<file path="src/hw/rtl/uclr_pkg.sv">
// ----------------------------------------------------------------------------
// uclr_pkg: Shared types and constants for the command line recognizer.
// Holds the request and result payload types, the request and result codes,
// and the keyword spellings used by the line decoder.
// ----------------------------------------------------------------------------
package uclr_pkg;

  // Request kinds carried in the command field.
  localparam logic CmdChar    = 1'b0;
  localparam logic CmdProcess = 1'b1;

  // Codes carried in the decoded_command field of a result.
  localparam logic [2:0] DecNone    = 3'd0;
  localparam logic [2:0] DecGet     = 3'd1;
  localparam logic [2:0] DecLast    = 3'd2;
  localparam logic [2:0] DecClear   = 3'd3;
  localparam logic [2:0] DecMeasure = 3'd4;

  // Status codes of a result.
  localparam logic StatusOk       = 1'b0;
  localparam logic StatusOverflow = 1'b1;

  // Line terminators.
  localparam logic [7:0] CharCr = 8'h0d;
  localparam logic [7:0] CharLf = 8'h0a;

  // Only the head of a line is stored; longer lines never decode.
  localparam int unsigned HeadDepth = 7;
  localparam int unsigned HeadIdxW  = 3;

  // Keyword spellings. Element 0 holds the first character of the keyword.
  localparam logic [2:0][7:0] KwGet     = {"T", "E", "G"};
  localparam logic [3:0][7:0] KwLast    = {"T", "S", "A", "L"};
  localparam logic [4:0][7:0] KwClear   = {"R", "A", "E", "L", "C"};
  localparam logic [6:0][7:0] KwMeasure = {"E", "R", "U", "S", "A", "E", "M"};

  // Incoming request payload.
  typedef struct packed {
    logic       command;
    logic [7:0] char_byte;
  } in_req_t;

  // Outgoing result payload.
  typedef struct packed {
    logic       status;
    logic [2:0] decoded_command;
  } out_rsp_t;

endpackage

</file>
<file path="src/hw/rtl/uart_command_line_recognizer.sv">
// ----------------------------------------------------------------------------
// uart_command_line_recognizer: Line assembler and keyword recognizer.
// Collects received characters into a line and, on a process request,
// reports a pending overflow, decodes the completed line to a keyword, or reports no keyword.
// ----------------------------------------------------------------------------
// A process request passes through the input register and then the result
// register before its result is presented.
// Throughput: one request per cycle; the single state update step after the
// input register sets this rate, and only a stalled result slows it.
// Reset: rst_ni clears the line length, the completion and overflow flags
// and both valid flags; the stored line head is not cleared.
module uart_command_line_recognizer #(
  parameter int unsigned LINE_MAX = 32
) (
  input  logic               clk_i,
  input  logic               rst_ni,
  input  logic               in_valid_i,
  output logic               in_stall_o,
  input  uclr_pkg::in_req_t  in_data_i,
  output logic               out_valid_o,
  input  logic               out_stall_i,
  output uclr_pkg::out_rsp_t out_data_o
);

  localparam int unsigned LenW = $clog2(LINE_MAX);
  localparam logic [LenW-1:0] LenLast = LenW'(LINE_MAX - 1);

  // Input register.
  logic              in_valid_q, in_valid_d;
  uclr_pkg::in_req_t in_q;

  // Line state.
  logic [uclr_pkg::HeadDepth-1:0][7:0] head_q, head_d;
  logic [LenW-1:0]                     len_q, len_d;
  logic                                complete_q, complete_d;
  logic                                ovf_q, ovf_d;

  // Result register.
  logic               out_valid_q, out_valid_d;
  uclr_pkg::out_rsp_t out_q, out_d;

  logic       adv;
  logic       is_process;
  logic       is_term;
  logic [2:0] dec_cmd;

  // The held request moves on unless it needs the result slot and that is stalled.
  assign is_process = (in_q.command == uclr_pkg::CmdProcess);
  assign adv        = in_valid_q && (!is_process || !out_valid_q || !out_stall_i);
  assign in_stall_o = in_valid_q && !adv;

  // Input register control.
  always_comb begin
    in_valid_d = in_valid_q;
    if (in_valid_i && !in_stall_o) begin
      in_valid_d = 1'b1;
    end else if (adv) begin
      in_valid_d = 1'b0;
    end
  end

  // Keyword decode of the completed line.
  always_comb begin
    dec_cmd = uclr_pkg::DecNone;
    if (len_q == LenW'(3) && head_q[2:0] == uclr_pkg::KwGet) begin
      dec_cmd = uclr_pkg::DecGet;
    end else if (len_q == LenW'(4) && head_q[3:0] == uclr_pkg::KwLast) begin
      dec_cmd = uclr_pkg::DecLast;
    end else if (len_q == LenW'(5) && head_q[4:0] == uclr_pkg::KwClear) begin
      dec_cmd = uclr_pkg::DecClear;
    end else if (len_q == LenW'(7) && head_q == uclr_pkg::KwMeasure) begin
      dec_cmd = uclr_pkg::DecMeasure;
    end
  end

  assign is_term = (in_q.char_byte == uclr_pkg::CharCr) ||
                   (in_q.char_byte == uclr_pkg::CharLf);

  // Line state update and result formation.
  always_comb begin
    head_d      = head_q;
    len_d       = len_q;
    complete_d  = complete_q;
    ovf_d       = ovf_q;
    out_d       = out_q;
    out_valid_d = out_valid_q && out_stall_i;
    if (adv) begin
      if (!is_process) begin
        // Characters are dropped while a completed line waits.
        if (!complete_q) begin
          if (is_term) begin
            if (len_q != '0) begin
              complete_d = 1'b1;
            end
          end else if (len_q < LenLast) begin
            if (len_q < LenW'(uclr_pkg::HeadDepth)) begin
              head_d[len_q[uclr_pkg::HeadIdxW-1:0]] = in_q.char_byte;
            end
            len_d = len_q + LenW'(1);
          end else begin
            ovf_d = 1'b1;
            len_d = '0;
          end
        end
      end else begin
        out_valid_d = 1'b1;
        if (ovf_q) begin
          // An overflow is reported first; a completed line stays pending.
          ovf_d                 = 1'b0;
          out_d.status          = uclr_pkg::StatusOverflow;
          out_d.decoded_command = uclr_pkg::DecNone;
        end else begin
          out_d.status          = uclr_pkg::StatusOk;
          out_d.decoded_command = uclr_pkg::DecNone;
          if (complete_q) begin
            out_d.decoded_command = dec_cmd;
            len_d                 = '0;
            complete_d            = 1'b0;
          end
        end
      end
    end
  end

  // Control registers.
  always_ff @(posedge clk_i or negedge rst_ni) begin
    if (!rst_ni) begin
      in_valid_q  <= 1'b0;
      len_q       <= '0;
      complete_q  <= 1'b0;
      ovf_q       <= 1'b0;
      out_valid_q <= 1'b0;
    end else begin
      in_valid_q  <= in_valid_d;
      len_q       <= len_d;
      complete_q  <= complete_d;
      ovf_q       <= ovf_d;
      out_valid_q <= out_valid_d;
    end
  end

  // Payload registers.
  always_ff @(posedge clk_i) begin
    if (in_valid_i && !in_stall_o) begin
      in_q <= in_data_i;
    end
    head_q <= head_d;
    out_q  <= out_d;
  end

  assign out_valid_o = out_valid_q;
  assign out_data_o  = out_q;

`ifndef SYNTHESIS
  // The line length never passes the last storable position.
  assert property (@(posedge clk_i) disable iff (!rst_ni) len_q <= LenLast)
    else $error("line length out of range");

  // A completed line is never empty.
  assert property (@(posedge clk_i) disable iff (!rst_ni) complete_q |-> len_q != '0)
    else $error("completed line is empty");

  // A process request with an overflow pending reports it and clears the flag.
  assert property (@(posedge clk_i) disable iff (!rst_ni)
    (adv && is_process && ovf_q) |=>
      (!ovf_q && out_valid_o && out_data_o.status == uclr_pkg::StatusOverflow))
    else $error("overflow not reported");

  // Processing a completed line without overflow empties the line.
  assert property (@(posedge clk_i) disable iff (!rst_ni)
    (adv && is_process && !ovf_q && complete_q) |=> (!complete_q && len_q == '0))
    else $error("line not cleared after decode");

  // An overflow result never carries a keyword.
  assert property (@(posedge clk_i) disable iff (!rst_ni)
    (out_valid_o && out_data_o.status == uclr_pkg::StatusOverflow) |->
      out_data_o.decoded_command == uclr_pkg::DecNone)
    else $error("overflow result carries a keyword");
`endif

endmodule
</file>
<file path="config.mk">
export PLATFORM = sky130hd
export DESIGN_NAME = uart_command_line_recognizer
export DESIGN_NICKNAME = d
export VERILOG_FILES = /design/src/hw/rtl/uclr_pkg.sv /design/src/hw/rtl/uart_command_line_recognizer.sv
export SDC_FILE = /design/constraint.sdc
export NUM_CORES = 1
export LEC_CHECK = 0
export BUFFER_PORTS_ARGS = -buffer_cell sky130_fd_sc_hd__buf_4
export CORE_UTILIZATION = 55
export CTS_BUF_LIST = sky130_fd_sc_hd__clkbuf_16
export CTS_CLUSTER_DIAMETER = 80
export DETAILED_ROUTE_END_ITERATION = 10
export PLACE_DENSITY = 0.72
export SYNTH_ARGS = -nofsm -noshare
export SYNTH_HDL_FRONTEND = slang
export SYNTH_SLANG_ARGS = --single-unit
</file>
<file path="constraint.sdc">
create_clock -name clk_i -period 3.9 [get_ports clk_i]
set_input_delay 0.195 -clock clk_i [delete_from_list [all_inputs] [get_ports clk_i]]
set_output_delay 0.195 -clock clk_i [all_outputs]
set_load 0.05 [all_outputs]
</file>
# Word-level counts from Yosys, hierarchy flattened
# Cells that the tools add are included.
[word_totals]
out_inout_bits = 6
regBits = 78
elab_cells = 96
[classes]
n_addsub = 1
reduce_logical = 27
magnitude_cmp = 4
muxes = 28
n_eq_ne = 15
n_bitwise = 3
[ops]
columns = ["op", "count"]
rows = [
  ["56-bit bitwise mux", 1],
  ["56-bit by 55-bit == test with 1-bit output, second input constant", 1],
  ["40-bit by 39-bit == test with 1-bit output, second input constant", 1],
  ["32-bit by 31-bit == test with 1-bit output, second input constant", 1],
  ["5-bit 2-to-1 mux", 6],
  ["8-bit demux with 3-bit select", 1],
  ["24-bit by 23-bit == test with 1-bit output, second input constant", 1],
  ["8-bit by 4-bit == test with 1-bit output, second input constant", 2],
  ["5-bit by 3-bit == test with 1-bit output, second input constant", 3],
  ["3-bit 2-to-1 mux", 5],
  ["1-bit 2-to-1 mux", 13],
  ["1-bit logical AND", 9],
  ["8-bit 2-to-1 mux", 1],
  ["2-bit != test, second input constant", 4],
  ["6-bit AND reduction", 1],
  ["5-bit by 1-bit adder with 5-bit output, second input constant", 1],
  ["5-bit by 2-bit == test with 1-bit output, second input constant", 1],
  ["1-bit logical NOT", 5],
  ["5-bit by 3-bit < comparator with 1-bit output, second input constant", 1],
  ["5-bit < comparator, second input constant", 1],
  ["5-bit AND reduction", 1],
  ["5-bit nonzero test", 1],
  ["5-bit OR reduction", 1],
  ["3-bit by 4-bit < comparator with 1-bit output, second input constant", 1],
  ["other kinds (10)", 15],
]

# Longest topological paths before layout
[depth]
ltp_word = 9
mapped_depth = 7

# Least setup slack after synthesis
# Ideal clock, no wire load.
[synth_timing]
path_kind = "register to register"
startpoint = "reg in_q[1] in the netlist's numbering"
endpoint = "reg head_q[10] in the netlist's numbering, enable pin"
path_slack_ps = 1922
arrival_ps = 1595
path_buffers = 0
required_ps = 3517
stages_incl_launch_ff = 5
path_cell_list = "edfxtp_1 or3b_4 a211o_2 nand4_1 nor3_1"
[synth_via]
elab_chain_cells = 4
[synth_rtl]
columns = ["element", "line_no", "text"]
rows = [
  ["from (decl)", "uart_command_line_recognizer.sv:30", "uclr_pkg::in_req_t in_q;"],
  ["from (signal assigned)", "uart_command_line_recognizer.sv:145", "in_q <= in_data_i;"],
  ["8-bit by 4-bit == test with 1-bit output (on tied branches)", "uart_command_line_recognizer.sv:76, uart_command_line_recognizer.sv:77", ""],
  ["1-bit logical OR (*)", "uart_command_line_recognizer.sv:76", "assign is_term = (in_q.char_byte == uclr_pkg::CharCr) ||"],
  ["1-bit NOT (no source line) (*)", "--", ""],
  ["6-bit AND reduction (no source line) (*)", "--", ""],
  ["to (signal assigned)", "uart_command_line_recognizer.sv:147", "head_q <= head_d;"],
  ["to (decl)", "uart_command_line_recognizer.sv:33", "logic [uclr_pkg::HeadDepth-1:0][7:0] head_q, head_d;"],
]
# Every way passes the cells marked *; elsewhere a longest branch is shown, timed or not.
# A chain may end at the register's enable or synchronous reset.

# Worst setup path after layout
[layout_timing]
startpoint = "reg len_q[3]"
endpoint = "reg head_q[4] in the netlist's numbering, enable pin"
[layout_via]
elab_chain_cells = 2
[layout_rtl]
columns = ["element", "line_no", "text"]
rows = [
  ["from (decl)", "uart_command_line_recognizer.sv:34", "logic [LenW-1:0] len_q, len_d;"],
  ["from (signal assigned)", "uart_command_line_recognizer.sv:135", "len_q <= len_d;"],
  ["5-bit < comparator / 5-bit by 3-bit < comparator with 1-bit output (equally long branches)", "uart_command_line_recognizer.sv:95, uart_command_line_recognizer.sv:96", ""],
  ["6-bit AND reduction (no source line) (*)", "--", ""],
]
# Marked as above.

==> metrics.md <==
| Metric | Value |
|---|---|
| Outcome | `completed` |
| PortBufs | `18` |
| Worst slew pin tran | `1059 ps` |
| DRT Wirelength | `6044 um` |
| Post-Syn Instances | `197` |
| Fin crit share | `60.91%` |
| Number of synthesized flops with an enable pin | `69` |
| YS warnings | `0` |
| CTS buffer count | `9` |
| CP Launch Type | `flip-flop` |
| Vias per cell | `6.167` |
| Die width | `77.75 um` |
| Fin cells | `300` |
| Vias post-DR | `1850` |
| Hold depth | `1` |
| Share of the synthesized area in the top cell type | `65.66%` |
| Flop pwr share | `48.8%` |
| Logic pwr share | `6.1%` |
| Critical path endpoint category | `flip-flop` |
| Final setup violation count | `0` |
| DRT Pass-1 Iters | `4` |
| Slew Viols, Final | `0` |
| Switch Pwr | `0.0004404 W` |
| Cell taking the most area after synthesis | `edfxtp_1` |
| Final TNS setup | `0 ps` |
| Clock Sink Count | `78` |
| Post-DRT Antenna Nets | `0` |
| Average size of a mapped cell | `16.02 sq um` |
| CTS resizes | `0` |
| # diodes | `0` |
| Post-synth ARST share | `11.54%` |
| Height of the die | `77.75 um` |
| Synth Flop Type | `edfxtp_1` |
| RSZ-0062 raised after global routing | `no` |
| Syn_nets | `214` |
| Initial antenna violation count | `0` |
| Fmax | `421.0 MHz` |
| Pwr dens | `556.1 nW/um^2` |
| Setup Skew | `6.239 ps` |
| Hold Vio Cnt, Final | `0` |
| Unique masters post-synth | `50` |
| Max Cap Violations | `0` |
| Switching portion of total power | `21.39%` |
| # IOs | `19` |
| Grt total ovfl | `0` |
| Starting Density | `57.31%` |
| Hold path endpoint | `in_q[6]` |
| Die area | `6044 sq um` |
| R2R cell count | `4` |
| Post-route DRC | `0` |
| Fin crit period | `2375 ps` |
| Clock tree root buffer cell | `clkbuf_16` |
| Leak pwr | `1.233 nW` |
| Worst EP required | `3850 ps` |
| Slew headroom | `28.85%` |
| Share of layout cells above drive strength 1 | `17.54%` |
| Routed length per instance | `20.15 um` |
| Worst-Skew Late Latency | `330 ps` |
| CTS tree | `done` |
| Yosys reg bits | `78` |
| Reg-to-Reg End | `head_q[4]` |
| Worst VDD drop | `0.5343 mV` |
| Number of global-route vias before repair | `1842` |
| Int Pwr | `0.001618 W` |
| Core Box Area | `5507 sq um` |
| Synthesized cell area | `3156 sq um` |
| Post-synthesis sequential area ratio | `72.80%` |
| Kind of critical path | `reg2reg` |
| Clock Tree Buf Depth | `2` |
| Dpl cells | `283` |
| H-tree levels | `3` |
| Reg2reg setup slack | `1520 ps` |
| Critical Path Fanout Max | `9` |
| Largest net degree at the start of global routing | `15` |
| RD Place Congestion | `0.8363` |
| Initial drt markers | `214` |
| Gr usage total | `22.31%` |
| Clk pin slew, worst setup/hold paths | `60 ps` |
| Ranking of synthesized cells by area | `edfxtp_1, dfrtp_1, nor4bb_1` |
| Arr. time, crit path | `2320 ps` |
| Worst hold path class | `in2reg` |
| Hpwl dp | `4236 um` |
| Clock share of power | `45.0%` |
| Final #Nets | `240` |
| Area Growth Syn to Fin | `17.33%` |
| # rows | `27` |
| First-pass GRT wire length | `9453 um` |
| Hold_sp | `in_data_i[6]` |
| Worst r2r src | `len_q[3]` |
==> cells by family after synthesis <==
group	count (synthesis)	share of synthesized area, %
AND/OR/NAND/NOR	85	18.32
buffers and inverters	10	1.586
flip-flops	78	72.80
AO/OA/AOI/OAI	19	5.393
adder cells (fa/ha/maj)	4	1.586
multiplexers	1	0.3172
==> routing by layer <==
layer,global-route usage [%],wire [um],vias up
met3,6.471,357,15
li1,-,-,850
met2,34.87,2958,74
met5,0,0,-
met4,11.13,136,0
met1,28.58,2591,911
==> state kept, by name (all words and copies together) (netlist names) <==
register and cells:
out_valid_o 1, is_process 1, ovf_q 1, complete_q 1, in_q 8, out_data_o 4
in_valid_q 1, len_q 5, head_q 56
==> critical path: stages, from the launching register on <==
cell	delay [ps]
dfrtp_1	490
nor2_1	270
and3_1	230
nand3_1	160
nor3_1	840
==> area by class of cell <==
class                   instances  area [sq um]
flip-flops and latches         78          2297
fillers                       378          1804
multi-input cells             109         808.3
clock buffers                   9         225.2
repair buffers                 19         145.1
clock inverters                 7         113.9
well taps                      72         90.09
inverters                       6         22.52
==> worst max path at each step <==
stage / startpoint / endpoint / slack [ps] / cells past startpoint
after global routing: in_q[4] / head_q[4] / 1340 / 4
after CTS: in_q[2] / head_q[4] / 1560 / 4
after global placement: in_q[1] / head_q[4] / 1710 / 4
after floorplan: in_q[1] / head_q[10] / 1920 / 4
after detailed placement: in_q[2] / head_q[6] / 1580 / 4
final: len_q[3] / head_q[4] / 1520 / 4
==> power by group through the flow <==
stage | sequential [W] | combinational (W) | clock, W
5_1_grt | 0.00101 | 0.000140 | 0.000970
2_1_floorplan | 0.00100 | 0.0000895 | 0
3_3_place_gp | 0.00102 | 0.000120 | 0
4_1_cts | 0.00100 | 0.000126 | 0.000938
3_5_place_dp | 0.00102 | 0.000124 | 0
6_report | 0.00101 | 0.000126 | 0.000927
==> metrics by stage <==
step           hold WS (ps)  setup WS, ps  total power (W)  cell area (sq um)  util, %
2_1_floorplan        -100.6          1922         0.001090               3156        -
3_3_place_gp          20.39          1715         0.001136               3353    60.90
3_5_place_dp          25.84          1581         0.001145               3353    60.90
4_1_cts               34.49          1556         0.002067               3702    67.23
5_1_grt               27.35          1342         0.002120               3702    67.23
6_report              42.17          1525         0.002059               3702    67.23
==> Yosys cell counts, types with 3 or more instances <==
cell type and n:
edfxtp_1 69, nor2_1 10, dfrtp_1 9, nand3_1 9
nand2_1 7, nand4_1 7, nor4bb_1 7, inv_1 6
nand2b_1 5, ha_1 4, nor4_1 4, nor4b_1 4
a21oi_1 3, and2_1 3, nand4b_1 3, nor3_1 3
or3_1 3, or4_1 3
==> layout by cell type, fill, tap and decap left out, types with 3 or more instances in the layout <==
| master | Yosys | final |
|---|---|---|
| nand4_1 | 7 | 7 |
| nor4b_1 | 4 | 4 |
| nand4b_1 | 3 | 3 |
| nand2_1 | 7 | 7 |
| buf_4 | 1 | 18 |
| or4_1 | 3 | 3 |
| nor4bb_1 | 7 | 7 |
| a21oi_1 | 3 | 3 |
| or3_1 | 3 | 3 |
| ha_1 | 4 | 4 |
| nor4_1 | 4 | 4 |
| nor3_1 | 3 | 3 |
| inv_1 | 6 | 7 |
| dfrtp_1 | 9 | 9 |
| edfxtp_1 | 69 | 69 |
| nand2b_1 | 5 | 5 |
| nor2_1 | 10 | 10 |
| bufinv_16 | 0 | 3 |
| and2_1 | 3 | 3 |
| nand3_1 | 9 | 9 |
| clkbuf_16 | 0 | 9 |
==> what timing repair did <==
action | in CTS | in global routing
endpoints found under the hold margin | 9 | 0
setup buffers | 0 | 0
hold buffers | 1 | 0
(Power assumes the default switching activity.)
